File: src/rtl/core/ssnw_pkg.sv
package ssnw_pkg;

  localparam int unsigned DigitCountDefault = 8;
  localparam int unsigned ValueW            = 32;
  localparam int unsigned BcdDigits         = 10;
  localparam int unsigned BcdW              = 4 * BcdDigits;
  localparam int unsigned BitsPerStep       = 4;
  localparam int unsigned ConvSteps         = ValueW / BitsPerStep;
  localparam int unsigned ConvCntW          = $clog2(ConvSteps);
  localparam int unsigned AddrW             = 4;
  localparam int unsigned DataW             = 8;
  localparam int unsigned IntensityW        = 4;
  localparam int unsigned ScanW             = 3;
  localparam int unsigned CfgIdxW           = 1;
  localparam int unsigned CfgDataW          = 4;
  localparam int unsigned QueueDepth        = 2;
  localparam int unsigned QueuePtrW         = $clog2(QueueDepth);

  localparam logic [CfgIdxW-1:0] CfgIntensity = 1'd0;
  localparam logic [CfgIdxW-1:0] CfgScan      = 1'd1;

  localparam logic [AddrW-1:0] AddrDecode    = 4'h9;
  localparam logic [AddrW-1:0] AddrIntensity = 4'hA;
  localparam logic [AddrW-1:0] AddrScan      = 4'hB;
  localparam logic [AddrW-1:0] AddrShutdown  = 4'hC;
  localparam logic [AddrW-1:0] AddrTest      = 4'hF;

  localparam logic [DataW-1:0] PointBit = 8'h80;

  localparam logic [2:0] InitTest      = 3'd0;
  localparam logic [2:0] InitScan      = 3'd1;
  localparam logic [2:0] InitDecode    = 3'd2;
  localparam logic [2:0] InitIntensity = 3'd3;
  localparam logic [2:0] InitShutdown  = 3'd4;

  function automatic logic [DataW-1:0] seg_code(input logic [3:0] digit);
    logic [DataW-1:0] code;
    case (digit)
      4'd0:    code = 8'h7E;
      4'd1:    code = 8'h30;
      4'd2:    code = 8'h6D;
      4'd3:    code = 8'h79;
      4'd4:    code = 8'h33;
      4'd5:    code = 8'h5B;
      4'd6:    code = 8'h5F;
      4'd7:    code = 8'h70;
      4'd8:    code = 8'h7F;
      4'd9:    code = 8'h7B;
      default: code = 8'h00;
    endcase
    return code;
  endfunction

  // one shift-and-add-3 step, next binary bit enters at the bottom
  function automatic logic [BcdW-1:0] dd_step(input logic [BcdW-1:0] bcd, input logic b);
    logic [BcdW-1:0] adj;
    adj = bcd;
    for (int i = 0; i < BcdDigits; i++) begin
      if (bcd[4*i +: 4] >= 4'd5) begin
        adj[4*i +: 4] = bcd[4*i +: 4] + 4'd3;
      end
    end
    return {adj[BcdW-2:0], b};
  endfunction

endpackage

File: src/rtl/core/ssnw_fifo.sv
module ssnw_fifo
  import ssnw_pkg::*;
#(
  parameter int unsigned WIDTH = 8
) (
  input  logic             clk_i,
  input  logic             rst_ni,
  input  logic             push_i,
  input  logic [WIDTH-1:0] data_i,
  output logic             full_o,
  input  logic             pop_i,
  output logic [WIDTH-1:0] data_o,
  output logic             empty_o
);

  logic [WIDTH-1:0]       mem_q [QueueDepth];
  logic [QueuePtrW-1:0]   wr_ptr_q, rd_ptr_q;
  logic [QueuePtrW:0]     count_q, count_d;
  logic                   do_push, do_pop;

  assign full_o  = (count_q == (QueuePtrW+1)'(QueueDepth));
  assign empty_o = (count_q == '0);
  assign do_push = push_i && !full_o;
  assign do_pop  = pop_i && !empty_o;
  assign data_o  = mem_q[rd_ptr_q];

  always_comb begin
    count_d = count_q;
    if (do_push && !do_pop) begin
      count_d = count_q + 1'b1;
    end else if (do_pop && !do_push) begin
      count_d = count_q - 1'b1;
    end
  end

  always_ff @(posedge clk_i or negedge rst_ni) begin
    if (!rst_ni) begin
      wr_ptr_q <= '0;
      rd_ptr_q <= '0;
      count_q  <= '0;
    end else begin
      count_q <= count_d;
      if (do_push) begin
        wr_ptr_q <= wr_ptr_q + 1'b1;
      end
      if (do_pop) begin
        rd_ptr_q <= rd_ptr_q + 1'b1;
      end
    end
  end

  always_ff @(posedge clk_i) begin
    if (do_push) begin
      mem_q[wr_ptr_q] <= data_i;
    end
  end

endmodule

File: src/rtl/core/ssnw_front.sv
module ssnw_front
  import ssnw_pkg::*;
#(
  parameter int unsigned DIGIT_COUNT = DigitCountDefault,
  parameter int unsigned EntryW      = 2 + 5 * DIGIT_COUNT
) (
  input  logic              clk_i,
  input  logic              rst_ni,
  input  logic              push_i,
  output logic              full_o,
  input  logic [ValueW-1:0] value_i,
  input  logic              with_point_i,
  input  logic              send_init_i,
  output logic              q_push_o,
  output logic [EntryW-1:0] q_data_o,
  input  logic              q_full_i
);

  logic                    busy_q, done_q;
  logic [ConvCntW-1:0]     cnt_q;
  logic [ValueW-1:0]       bin_q;
  logic [BcdW-1:0]         bcd_q, bcd_d;
  logic                    point_q, init_q;
  logic [BcdDigits-1:0]    nz;
  logic [DIGIT_COUNT-1:0]  show;
  logic                    accept, handoff;

  assign handoff  = done_q && !q_full_i;
  assign full_o   = busy_q || (done_q && q_full_i);
  assign accept   = push_i && !full_o;
  assign q_push_o = done_q;

  always_comb begin
    bcd_d = bcd_q;
    for (int s = 0; s < BitsPerStep; s++) begin
      bcd_d = dd_step(bcd_d, bin_q[ValueW-1-s]);
    end
  end

  always_comb begin
    for (int j = 0; j < BcdDigits; j++) begin
      nz[j] = |bcd_q[4*j +: 4];
    end
    for (int i = 0; i < DIGIT_COUNT; i++) begin
      show[i] = (i == 0) || ((nz >> i) != '0);
    end
  end

  assign q_data_o = {init_q, point_q, show, bcd_q[4*DIGIT_COUNT-1:0]};

  always_ff @(posedge clk_i or negedge rst_ni) begin
    if (!rst_ni) begin
      busy_q <= 1'b0;
      done_q <= 1'b0;
      cnt_q  <= '0;
    end else begin
      if (accept) begin
        busy_q <= 1'b1;
        done_q <= 1'b0;
        cnt_q  <= '0;
      end else if (busy_q) begin
        cnt_q <= cnt_q + 1'b1;
        if (cnt_q == ConvCntW'(ConvSteps - 1)) begin
          busy_q <= 1'b0;
          done_q <= 1'b1;
        end
      end else if (handoff) begin
        done_q <= 1'b0;
      end
    end
  end

  always_ff @(posedge clk_i) begin
    if (accept) begin
      bin_q   <= value_i;
      bcd_q   <= '0;
      point_q <= with_point_i;
      init_q  <= send_init_i;
    end else if (busy_q) begin
      bin_q <= {bin_q[ValueW-BitsPerStep-1:0], BitsPerStep'(0)};
      bcd_q <= bcd_d;
    end
  end

endmodule

File: src/rtl/core/ssnw_back.sv
module ssnw_back
  import ssnw_pkg::*;
#(
  parameter int unsigned DIGIT_COUNT = DigitCountDefault,
  parameter int unsigned EntryW      = 2 + 5 * DIGIT_COUNT
) (
  input  logic                  clk_i,
  input  logic                  rst_ni,
  input  logic [EntryW-1:0]     q_data_i,
  input  logic                  q_empty_i,
  output logic                  q_pop_o,
  input  logic [IntensityW-1:0] intensity_i,
  input  logic [ScanW-1:0]      scan_i,
  output logic                  empty_o,
  input  logic                  pop_i,
  output logic [AddrW-1:0]      reg_addr_o,
  output logic [DataW-1:0]      reg_data_o,
  output logic                  last_write_o
);

  localparam int unsigned LeftW = $clog2(DIGIT_COUNT + 1);
  localparam int unsigned DigW  = 4 * DIGIT_COUNT;

  typedef enum logic [1:0] {ST_IDLE, ST_INIT, ST_DIGIT} state_e;

  state_e               state_q, state_d;
  logic [2:0]           iidx_q, cur_iidx;
  logic [LeftW-1:0]     left_q, cur_left;
  logic [AddrW-1:0]     addr_q, cur_addr;
  logic [DigW-1:0]      digits_q, cur_digits;
  logic [DIGIT_COUNT-1:0] show_q, cur_show;
  logic                 point_q, cur_point, cur_init;
  logic                 out_valid_q;
  logic [AddrW-1:0]     addr_w;
  logic [DataW-1:0]     data_w;
  logic                 last_w, adv, have_work, fire;

  assign adv       = !out_valid_q || pop_i;
  assign have_work = (state_q != ST_IDLE) || !q_empty_i;
  assign fire      = adv && have_work;
  assign q_pop_o   = fire && (state_q == ST_IDLE);
  assign empty_o   = !out_valid_q;

  always_comb begin
    if (state_q == ST_IDLE) begin
      cur_init   = q_data_i[EntryW-1];
      cur_point  = q_data_i[EntryW-2];
      cur_show   = q_data_i[DigW +: DIGIT_COUNT];
      cur_digits = q_data_i[DigW-1:0];
      cur_iidx   = InitTest;
      cur_addr   = AddrW'(DIGIT_COUNT);
      cur_left   = LeftW'(DIGIT_COUNT);
    end else begin
      cur_init   = (state_q == ST_INIT);
      cur_point  = point_q;
      cur_show   = show_q;
      cur_digits = digits_q;
      cur_iidx   = iidx_q;
      cur_addr   = addr_q;
      cur_left   = left_q;
    end
  end

  always_comb begin
    addr_w  = cur_addr;
    data_w  = '0;
    last_w  = 1'b0;
    state_d = state_q;
    if (cur_init) begin
      case (cur_iidx)
        InitTest: begin
          addr_w = AddrTest;
        end
        InitScan: begin
          addr_w = AddrScan;
          data_w = DataW'(scan_i);
        end
        InitDecode: begin
          addr_w = AddrDecode;
        end
        InitIntensity: begin
          addr_w = AddrIntensity;
          data_w = DataW'(intensity_i);
        end
        default: begin
          addr_w = AddrShutdown;
          data_w = 8'h01;
        end
      endcase
      state_d = (cur_iidx == InitShutdown) ? ST_DIGIT : ST_INIT;
    end else begin
      if (cur_show[0]) begin
        data_w = seg_code(cur_digits[3:0]) | (cur_point ? PointBit : '0);
      end
      last_w  = (cur_left == LeftW'(1));
      state_d = last_w ? ST_IDLE : ST_DIGIT;
    end
  end

  always_ff @(posedge clk_i or negedge rst_ni) begin
    if (!rst_ni) begin
      state_q      <= ST_IDLE;
      out_valid_q  <= 1'b0;
      iidx_q       <= InitTest;
      left_q       <= '0;
      reg_addr_o   <= '0;
      reg_data_o   <= '0;
      last_write_o <= 1'b0;
      point_q      <= 1'b0;
      addr_q       <= '0;
      digits_q     <= '0;
      show_q       <= '0;
    end else begin
      if (fire) begin
        state_q     <= state_d;
        out_valid_q <= 1'b1;
        reg_addr_o  <= addr_w;
        reg_data_o  <= data_w;
        last_write_o <= last_w;
        point_q     <= cur_point;
        if (cur_init) begin
          iidx_q   <= cur_iidx + 1'b1;
          left_q   <= cur_left;
          addr_q   <= cur_addr;
          digits_q <= cur_digits;
          show_q   <= cur_show;
        end else begin
          iidx_q   <= cur_iidx;
          left_q   <= cur_left - 1'b1;
          addr_q   <= cur_addr - 1'b1;
          digits_q <= cur_digits >> 4;
          show_q   <= cur_show >> 1;
        end
      end else if (pop_i) begin
        out_valid_q <= 1'b0;
      end
    end
  end

endmodule

File: src/rtl/core/seven_segment_number_writer.sv
// Number-to-display writer.
// Input queue: drive value_i, with_point_i and send_init_i with push; the request is
// taken at a clock edge where push is high and full is low.
// Result queue: while empty is low, reg_addr_o, reg_data_o and last_write_o show the
// oldest register write; pop at an edge where empty is low takes it.
// Each request gives DIGIT_COUNT digit writes, preceded by five setup writes when
// send_init_i is set; last_write_o marks the final write of a request.
// Config: cfg_we_i writes cfg_data_i to intensity (index 0) or scan limit (index 1)
// at the clock edge; write only while the block is idle.
// Conversion: the front converts the value to decimal four bits a cycle; the result then
// passes through the queue and the back's output register before the first write appears.
// Throughput: the back issues one write per cycle while results are popped, so a request
// fills the result queue with DIGIT_COUNT writes, plus five setup writes with send_init_i;
// the front converts one request at a time; a two-entry queue absorbs the difference.
// A stalled result holds on the ports; the back and then the front stall behind it
// while full keeps further requests out.
// Reset clears all control state and sets intensity to 15 and scan limit to 7.
module seven_segment_number_writer
  import ssnw_pkg::*;
#(
  parameter int unsigned DIGIT_COUNT = DigitCountDefault
) (
  input  logic                clk_i,
  input  logic                rst_ni,
  input  logic                push,
  output logic                full,
  input  logic [ValueW-1:0]   value_i,
  input  logic                with_point_i,
  input  logic                send_init_i,
  output logic                empty,
  input  logic                pop,
  output logic [AddrW-1:0]    reg_addr_o,
  output logic [DataW-1:0]    reg_data_o,
  output logic                last_write_o,
  input  logic                cfg_we_i,
  input  logic [CfgIdxW-1:0]  cfg_idx_i,
  input  logic [CfgDataW-1:0] cfg_data_i
);

  localparam int unsigned EntryW = 2 + 5 * DIGIT_COUNT;

  logic [IntensityW-1:0] intensity_q;
  logic [ScanW-1:0]      scan_q;
  logic                  q_push, q_full, q_pop, q_empty;
  logic [EntryW-1:0]     q_wdata, q_rdata;

  always_ff @(posedge clk_i or negedge rst_ni) begin
    if (!rst_ni) begin
      intensity_q <= 4'd15;
      scan_q      <= 3'd7;
    end else if (cfg_we_i) begin
      case (cfg_idx_i)
        CfgIntensity: intensity_q <= cfg_data_i[IntensityW-1:0];
        CfgScan:      scan_q      <= cfg_data_i[ScanW-1:0];
        default: begin
        end
      endcase
    end
  end

  ssnw_front #(
    .DIGIT_COUNT(DIGIT_COUNT),
    .EntryW     (EntryW)
  ) u_front (
    .clk_i       (clk_i),
    .rst_ni      (rst_ni),
    .push_i      (push),
    .full_o      (full),
    .value_i     (value_i),
    .with_point_i(with_point_i),
    .send_init_i (send_init_i),
    .q_push_o    (q_push),
    .q_data_o    (q_wdata),
    .q_full_i    (q_full)
  );

  ssnw_fifo #(
    .WIDTH(EntryW)
  ) u_fifo (
    .clk_i  (clk_i),
    .rst_ni (rst_ni),
    .push_i (q_push),
    .data_i (q_wdata),
    .full_o (q_full),
    .pop_i  (q_pop),
    .data_o (q_rdata),
    .empty_o(q_empty)
  );

  ssnw_back #(
    .DIGIT_COUNT(DIGIT_COUNT),
    .EntryW     (EntryW)
  ) u_back (
    .clk_i       (clk_i),
    .rst_ni      (rst_ni),
    .q_data_i    (q_rdata),
    .q_empty_i   (q_empty),
    .q_pop_o     (q_pop),
    .intensity_i (intensity_q),
    .scan_i      (scan_q),
    .empty_o     (empty),
    .pop_i       (pop),
    .reg_addr_o  (reg_addr_o),
    .reg_data_o  (reg_data_o),
    .last_write_o(last_write_o)
  );

endmodule

File: config.mk
export PLATFORM = sky130hd
export DESIGN_NAME = seven_segment_number_writer
export DESIGN_NICKNAME = d
export VERILOG_FILES = /design/src/rtl/core/ssnw_pkg.sv /design/src/rtl/core/ssnw_fifo.sv /design/src/rtl/core/ssnw_front.sv /design/src/rtl/core/ssnw_back.sv /design/src/rtl/core/seven_segment_number_writer.sv
export SDC_FILE = /design/constraint.sdc
export NUM_CORES = 1
export LEC_CHECK = 0
export BUFFER_PORTS_ARGS = -buffer_cell sky130_fd_sc_hd__buf_2
export CAP_MARGIN = 20
export CORE_MARGIN = 3
export CORE_UTILIZATION = 35
export CTS_BUF_LIST = sky130_fd_sc_hd__clkbuf_4 sky130_fd_sc_hd__clkbuf_8
export DETAILED_ROUTE_END_ITERATION = 7
export PLACE_DENSITY = 0.61
export SETUP_SLACK_MARGIN = 0.1
export SYNTH_ARGS = -nofsm -noshare
export SYNTH_HDL_FRONTEND = slang
export SYNTH_SLANG_ARGS = --single-unit
File: constraint.sdc
create_clock -name clk_i -period 5.8 [get_ports clk_i]
set_input_delay 0.87 -clock clk_i [delete_from_list [all_inputs] [get_ports clk_i]]
set_output_delay 0.87 -clock clk_i [all_outputs]
set_load 0.01 [all_outputs]
# Word level (Yosys, flattened, before mapping)
# Memory sizes are Yosys's and may differ from the RTL's.
# Index checks and enable logic that the tools add are counted.
# W data, S select, Z words.
op_classes:
  magnitude_cmp: 40
  n_reduce_logical: 45
  eq_ne: 9
  n_mux: 81
  n_bitwise: 2
  add_sub_neg: 48
ops:
  columns: ["operator", "count"]
  rows:
  - ["$mux W4", 41]
  - ["$ge A4 B3 Y1 const B", 40]
  - ["$add A4 B2 Y4 const B", 36]
  - ["$mux W32", 4]
  - ["$reduce_bool A10 Y1", 7]
  - ["$mux W8", 7]
  - ["$reduce_or A4 Y1", 9]
  - ["$mux W3", 8]
  - ["$mux W1", 14]
  - ["$add A3 B2 Y3 const B", 4]
  - ["$pmux W3 S4", 1]
  - ["$pmux W4 S3", 1]
  - ["$mux W2", 5]
  - ["$logic_and A1 B1 Y1", 8]
  - ["$or A8 B8 Y8", 1]
  - ["$reduce_bool A2 Y1", 4]
  - ["$sub A4 B1 Y4 const B", 2]
  - ["$add A3 B1 Y3 const B", 2]
  - ["$eq A3 B2 Y1 const B", 2]
  - ["$eq A3 B3 Y1 const B", 2]
  - ["$logic_not A1 Y1", 6]
  - ["$reduce_and A2 Y1", 3]
  - ["$eq A4 B1 Y1 const B", 1]
  - ["$logic_not A2 Y1", 2]
  - ["other kinds (12)", 15]
word_totals:
  rom_bits: 112
  n_memories: 2
  wordCells: 250
  input_bits: 44
  ff_bits: 158
  out_inout_bits: 15
  mem_bits_rw: 82
mem_list:
  columns: ["name", "depth", "width", "rd", "rd_clocked_by_memory_dff", "write_ports", "line_no", "text"]
  rows:
  - ["(no name shown)", 16, 7, 1, 0, 0, "ssnw_pkg.sv:38", "case (digit)"]
  - ["u_fifo.mem_q", 2, 41, 1, 0, 1, "ssnw_fifo.sv:16", "logic [WIDTH-1:0] mem_q [QueueDepth];"]

# Longest topological paths before layout
# Gate-level depths: netlist of the first run.
depth:
  ltp_word: 9
  ltp_mapped: 20
  mapped_depth_nobuf: 20

# Hierarchy
# From an unflattened synthesis of the first run, not the netlist that was laid out.
hier_totals:
  cells_unflattened: 1512
  area_unflattened_um2: 14736.6
by_module_without_submodules:
  columns: ["module", "seq_area_each_um2", "n_inst", "area_per_inst_um2", "cells_per_inst"]
  rows:
  - ["ssnw_front", 1946.9, 1, 7216.9, 936]
  - ["ssnw_back", 1701.6, 1, 3807.4, 410]
  - ["ssnw_fifo", 2622.5, 1, 3429.5, 150]
  - ["seven_segment_number_writer", 183.9, 1, 282.8, 16]

# Worst setup path after synthesis of the first run
# Ideal clock, no wire load.
synth_timing:
  kind: "register to register"
  start: "register u_front.bcd_q[32]"
  end: "memory u_fifo.mem_q[0][32] in the netlist's numbering, data pin"
  path_stages_with_launch: 11
  setup_slack_ns: 1.524
  required_time_ns: 5.526
  arrival_time_ns: 4.002
  setup_time_ns: 0.274
  n_path_buf: 0
  period_less_slack_ns: 4.276
  path_cell_list: "dfxtp_1 inv_1 ha_1 nor4b_2 nand4_1 or4b_4 or4b_4 or4b_4 or4b_4 or4b_4 or4b_4"
synth_between:
  elab_chain_len: 2
synth_lines:
  columns: ["element", "line_no", "text"]
  rows:
  - ["start: declaration", "ssnw_front.sv:22", "logic [BcdW-1:0] bcd_q, bcd_d;"]
  - ["start signal: assignment", "ssnw_front.sv:76", "bcd_q <= '0;"]
  - ["start signal: assignment", "ssnw_front.sv:81", "bcd_q <= bcd_d;"]
  - ["$reduce_or A4 Y1", "ssnw_front.sv:42", "nz[j] = |bcd_q[4*j +: 4];"]
  - ["$reduce_bool A10 Y1", "ssnw_front.sv:45", "show[i] = (i == 0) || ((nz >> i) != '0);"]
  - ["named net q_wdata[33]", "seven_segment_number_writer.sv:45", "logic [EntryW-1:0] q_wdata, q_rdata;"]
  - ["end: declaration", "ssnw_fifo.sv:16", null]
# The timed path passes the listed nets, and every way through them passes these cells.

# Final worst setup path of the first run
layout_timing:
  start: "register u_front.bcd_q[32]"
  end: "memory u_fifo.mem_q[1][32] in the netlist's numbering, data pin"
# The elaborated chain is that of the path after synthesis.

==> flow_summary.toml, run 1 <==
[global_routing]
grt_pass1_wl_mm = 56.8
antenna_found_initial = 0
grt.total_usage_pct = 15.1
grt_pass1_vias = 11600
grt.overflow.total = 0
grt_max_degree = 99

[worst_setup_path]
worstPathRequired_ns = 6.09
endpoint_kind = "register"
cp-start-kind = "register"
crit_arrival_ns = 4.90
cp_max_fo = 6
path_class = "reg -> reg"

[placed_design]
detailed_place_hpwl_mm = 23.3
place_area_um2 = 15500
dp_cells = 2197
dp_worst_setup_slack_ns = 1.17
place.gp.congestion = 0.872
portBuffers = 58

[routing]
drtAntennaViolNets = 0
via_count = 12100
firstDrtPassIters = 5
drt-vias-per-instance = 5.31
wirelength_mm = 34.3
avgRoutedWirePerCell_um = 15.1
drtIter0Drc = 715
drc = 0

[sta]
max_freq_mhz = 217
relSlewSlack_pct = 30.0
fin_ws_ns = 1.20
clock_skew_ns = 0.0226
setup-tns-final_ns = 0
slew_violations = 0
fin_crit_ns = 4.60
finalHoldViolCount = 0
rsz0062_at_grt = "false"
post-route-period-util_pct = 79.3
tightest_slew_ns = 1.05
setup_viol = 0

[worst_hold_path]
holdCritPathClass = "in -> async"

[yosys]
syn_area_um2 = 14800
async_flop_share_pct = 35.0
synth_seq_area_share_pct = 43.4
yosys-top-cells-area = "edfxtp_1 24%, dfrtp_1 13%, nand2_1 6.7%"
yosysUniqueCellTypes = 73
synth_top_area_share_pct = 23.6
ys_warn_count = 0
ys_seq_elements = 240
avgSynthCellArea_um2 = 8.83
synth_top_flop_cell = "edfxtp_1"
netlist_instances = 1670
yosysTopAreaCell = "edfxtp_1"
synth_edf_count = 116
syn-num-nets = 1780

[final_layout]
fin_cells = 2278
diodes = 0
layout.nets = 1821
stdcell_area_um2 = 16500
syn_to_final_growth_pct = 12.2
drive_gt1_share_pct = 12.8

[outcome]
outcome = "finished, final reports clean"

[clock_network]
cts_made_buffers = 43
clk_latency_ns = 0.55
holdBufCountCts = 0
clk_transition_reported_paths_ns = 0.06
h-tree-depth = 2
cts_root_buf = "clkbuf_8"
ctsResizeCount = 0
cts_tree = "yes"
post_cts_buffers = 0
cts_buffer_depth = 3
numClockSinks = 240

[job]
cap_violations = 0

[die]
initial_core_util_pct = 35.8
core_um2 = 41200
die_w_um = 211
rows = 74
dieArea_um2 = 44600
dieHeight_um = 211
ioPinCount = 59
[layout make-up]
cell class,count,area (um^2)
multi-input combinational,1289,7840
sequential,240,6400
clock inverter,12,188
inverter,63,236
clock buffer,68,798
timing repair buffer,74,420
tap,532,666
fill,4046,24700
[worst max-delay path, cell delays in order, from the launching register on]
cell,delay (ns)
dfxtp_1,0.35
inv_1,0.12
ha_1,0.15
nor4b_2,0.20
nand4_1,0.24
or4b_4,0.58
or4b_4,0.55
or4b_4,0.54
or4b_4,0.55
or4b_4,0.55
or4b_4,0.53
[state kept, by name, indices dropped and copies added (netlist names), 8 cells and up]
register,flops
u_front.bin_q,32
u_back.reg_data_o,8
u_front.bcd_q,40
u_back.show_q,8
u_fifo.mem_q,82
u_back.digits_q,32
[per-layer routing]
metal	vias up	part of all wire [%]	global-route usage (%)
li1	6121	-	-
met1	5752	49	21.1
met2	175	46	25.0
met3	50	3.3	2.37
met4	0	1.5	3.35
met5	-	0	0
[cells in the mapped netlist, drive strengths merged, types with 11 or more instances]
| master | number |
|---|---|
| nand2 | 264 |
| nor2 | 201 |
| o21ai | 149 |
| edfxtp | 116 |
| a21oi | 109 |
| dfrtp | 77 |
| clkbuf | 69 |
| mux2i | 67 |
| ha | 66 |
| inv | 61 |
| dfxtp | 40 |
| a211oi | 35 |
| mux2 | 25 |
| nor3 | 24 |
| o21a | 21 |
| nand2b | 20 |
| nand3 | 19 |
| or2 | 19 |
| or3 | 19 |
| and3 | 16 |
| o211ai | 14 |
| o22ai | 14 |
| a21o | 13 |
| a31oi | 13 |
| and2 | 13 |
| nor2b | 12 |
| o21bai | 11 |
[worst paths after layout]
path	from	end	slack, ns	cells past startpoint
max	u_front.bcd_q[32]	u_fifo.mem_q[1][32]	1.20	10
min	rst_ni	u_back.addr_q[3]	0.42	1
max reg2reg	u_front.bcd_q[32]	u_fifo.mem_q[1][32]	1.20	10
min reg2reg	u_front.point_q	u_fifo.mem_q[0][39]	0.45	0
max in group asynchronous	rst_ni	intensity_q[2]	4.49	2
min in group clk_i	u_front.point_q	u_fifo.mem_q[0][39]	0.45	0
[logic make-up (layout without fill, tap and decap cells)]
group	count (synthesis)	count (layout)	synth area share [%]
AO/OA/AOI/OAI	485	485	21.1
XOR/XNOR	16	16	0.950
adder cells (fa/ha/maj)	66	66	5.60
buffers and inverters	141	217	3.64
flip-flops	240	240	43.4
multiplexers	92	92	6.46
AND/OR/NAND/NOR	630	630	18.9
[stage by stage]
stage          hold slack, ns  utilization, %
3_5_place_dp            0.439            37.7
5_1_grt                 0.455            40.2
2_1_floorplan           0.421               -
3_3_place_gp            0.456            37.7
4_1_cts                 0.437            40.1
6_report                0.424            40.2
[cell usage in the layout, fill, tap and decap left out, types with 18 or more instances in the layout]
cell type	count
nand2_1	264
dfrtp_1	76
mux2_2	25
buf_2	57
ha_1	66
nand2b_1	20
mux2i_1	67
or3_1	19
a211oi_1	35
o21a_1	21
nor2_1	198
or2_2	18
inv_1	61
a21oi_1	109
nor3_1	24
clkbuf_8	46
dfxtp_1	40
nand3_1	19
clkbuf_4	22
edfxtp_1	116
o21ai_0	145
Power of run 1 is left out: the tool's default activity adds up to more than one toggle a clock period on the data nets, which glitch-free logic cannot reach.
==> run 2, diff against run 1 <==
--- a/config.mk
+++ b/config.mk
@@ -11,7 +11,7 @@
 export CORE_UTILIZATION = 35
 export CTS_BUF_LIST = sky130_fd_sc_hd__clkbuf_4 sky130_fd_sc_hd__clkbuf_8
 export DETAILED_ROUTE_END_ITERATION = 7
-export PLACE_DENSITY = 0.61
+export PLACE_DENSITY = 0.63
 export SETUP_SLACK_MARGIN = 0.1
 export SYNTH_ARGS = -nofsm -noshare
 export SYNTH_HDL_FRONTEND = slang
==> constraint.sdc (replaced) <==
create_clock -name clk_i -period 3.79 [get_ports clk_i]
set_input_delay 0.5685 -clock clk_i [delete_from_list [all_inputs] [get_ports clk_i]]
set_output_delay 0.5685 -clock clk_i [all_outputs]
set_load 0.01 [all_outputs]
==> run 2 against run 1 <==
Effect of this change:
- the run now ends with setup timing left
- non-clock buffer count grew 83
- sequential share of layout area down 2.2 points
- register-to-register slack got worse by 1.5 ns
- global-route usage up 0.57 points
- final cell count increased by 3.7%
- fmax increased by 12%
- critical path type unchanged
- largest cell class unchanged
==> flow_summary.toml, run 2 (synthesized netlist as in run 1, its figures left out) <==
[worst_hold_path]
holdCritPathClass = "in -> async"

[sta]
tightest_slew_ns = 0.994
post-route-period-util_pct = 108
finalHoldViolCount = 0
relSlewSlack_pct = 33.7
fin_crit_ns = 4.10
setup-tns-final_ns = -0.769
fin_ws_ns = -0.313
whs_ns = 0.125
clock_skew_ns = 0.0268
max_freq_mhz = 244
slew_violations = 0
setup_viol = 4
rsz0062_at_grt = "true"

[placed_design]
portBuffers = 58
place.gp.congestion = 0.857
detailed_place_hpwl_mm = 24.1
place_area_um2 = 16000

[worst_setup_path]
crit_arrival_ns = 4.43
r2r_setup_slack_ns = -0.31
crit_top_cell = "or4b_4"
rr_endpoint = "u_fifo.mem_q[1][32]"
critPathTopFamily = "simple AND/OR/NAND/NOR gates"
cp_slowest_stage_delay_ns = 0.53
path_class = "reg -> reg"
worstPathCellList = "inv_2 > ha_4 > nor4b_4 > nand4_1 > or4b_4 > or4b_4 > or4b_4 > or4b_4 > or4b_4 > or4b_4"
rr_startpoint = "u_front.bcd_q[32]"
cp_max_fo = 2
worst-r2r-cell-count = 10
crit_slowest_cell = "or4b_4"
endpoint_kind = "register"
cp-start-kind = "register"
worstPathRequired_ns = 4.12
crit_buf_inv = 1

[outcome]
failed_checks = "setup timing"
outcome = "finished with violations"

[final_layout]
fillers = 3984
largestRegisters = "u_fifo.mem_q: 82 flops, u_front.bcd_q: 40 flops"
drive_gt1_share_pct = 21.9
final_cell_mix = "259 x nand2_1, 196 x nor2_1, 136 x o21ai_0"
regMostFlops = "u_fifo.mem_q"
largest_reg_flops = 82
syn_to_final_growth_pct = 19.4
layout.nets = 1905
final_common_cell = "nand2_1"
diodes = 0
multi_input_comb_area_um2 = 8270
stdcell_area_um2 = 17600
ff_latch_area_um2 = 6420

[routing]
avgRoutedWirePerCell_um = 15.1
firstDrtPassIters = 5
drtIter0Drc = 940
wirelength_mm = 35.6
drc = 0
drtAntennaViolNets = 0
via_count = 12600
drt-vias-per-instance = 5.35

[clock_network]
cts_made_buffers = 44
clk_transition_reported_paths_ns = 0.06
numClockSinks = 240
cts_tree = "yes"
h-tree-depth = 2
cts_root_buf = "clkbuf_8"
clk_latency_ns = 0.59
cts_buffer_depth = 3

[die]
ioPinCount = 59
die_w_um = 211
dieHeight_um = 211
dieArea_um2 = 44600
initial_core_util_pct = 35.8
rows = 74
core_um2 = 41200

[global_routing]
grt.overflow.total = 0
grt_max_degree = 98
antenna_found_initial = 0
grt_pass1_wl_mm = 59.0
grt_pass1_vias = 12100
grt.total_usage_pct = 15.7

[job]
cap_violations = 0
[run 2: cell types whose count changed in the layout (fill, tap and decap cells not counted), moves of 8 or more]
| cell | delta |
|---|---|
| a211oi_1 | -16 |
| a211oi_2 | +15 |
| a21oi_1 | -8 |
| buf_4 | +83 |
| dfxtp_1 | -12 |
| dfxtp_2 | +10 |
| ha_1 | -10 |
| nor2b_1 | -8 |
| o21ai_0 | -9 |
[run 2: final cells by class]
class / instances / area share [%]
clock buffers: 65 / 4.51
clock inverters: 17 / 1.09
inverters: 63 / 1.34
multi-input cells: 1289 / 47.0
flip-flops and latches: 240 / 36.4
well taps: 532 / 3.78
repair buffers: 157 / 5.90
[run 2: worst max-delay path by stage]
stage / depth (start not counted) / start / to
finish: 10 / u_front.bcd_q[32] / u_fifo.mem_q[1][32]
global route: 10 / u_front.bcd_q[32] / u_fifo.mem_q[1][32]
CTS: 10 / u_front.bcd_q[32] / u_fifo.mem_q[1][32]
detailed placement: 10 / u_front.bcd_q[32] / u_fifo.mem_q[0][32]
global placement: 10 / u_front.bcd_q[32] / u_fifo.mem_q[0][32]
floorplan: 10 / u_front.bcd_q[32] / u_fifo.mem_q[0][32]
[run 2: timing repair]
item,in CTS,in global routing
cloned,0,0
setup endpoints to repair,8,34
hold buffers,0,0
gates resized for setup,8,112
buffers inserted,4,16
pin swaps,5,40
[run 2: metrics by stage]
stage	instances	setup slack, ns	utilization, %
after detailed placement	2262	-0.457	38.9
after global placement	2262	-0.419	38.9
after global routing	2363	-0.443	42.8
after CTS	2348	-0.351	41.5
final	2363	-0.313	42.8
after floorplan	1670	-0.293	-
[run 2: worst register-to-register path, delay by kind of cell (launching register included)]
family,cells,cell delay [ns]
adder cells (fa/ha/maj),1,0.12
AND/OR/NAND/NOR,8,3.35
buffers and inverters,1,0.07
flip-flops,1,0.32
[run 2: metal layers]
metal	global-route usage (%)	vias to the layer above	share of wire, %	routed length, um
li1	-	6284	-	-
met1	21.7	6020	46	16400
met2	25.7	271	47	16700
met3	2.56	64	4.9	1750
met4	4.43	0	2.0	709
met5	0	-	0	0
Power of run 2 is left out for the same reason.
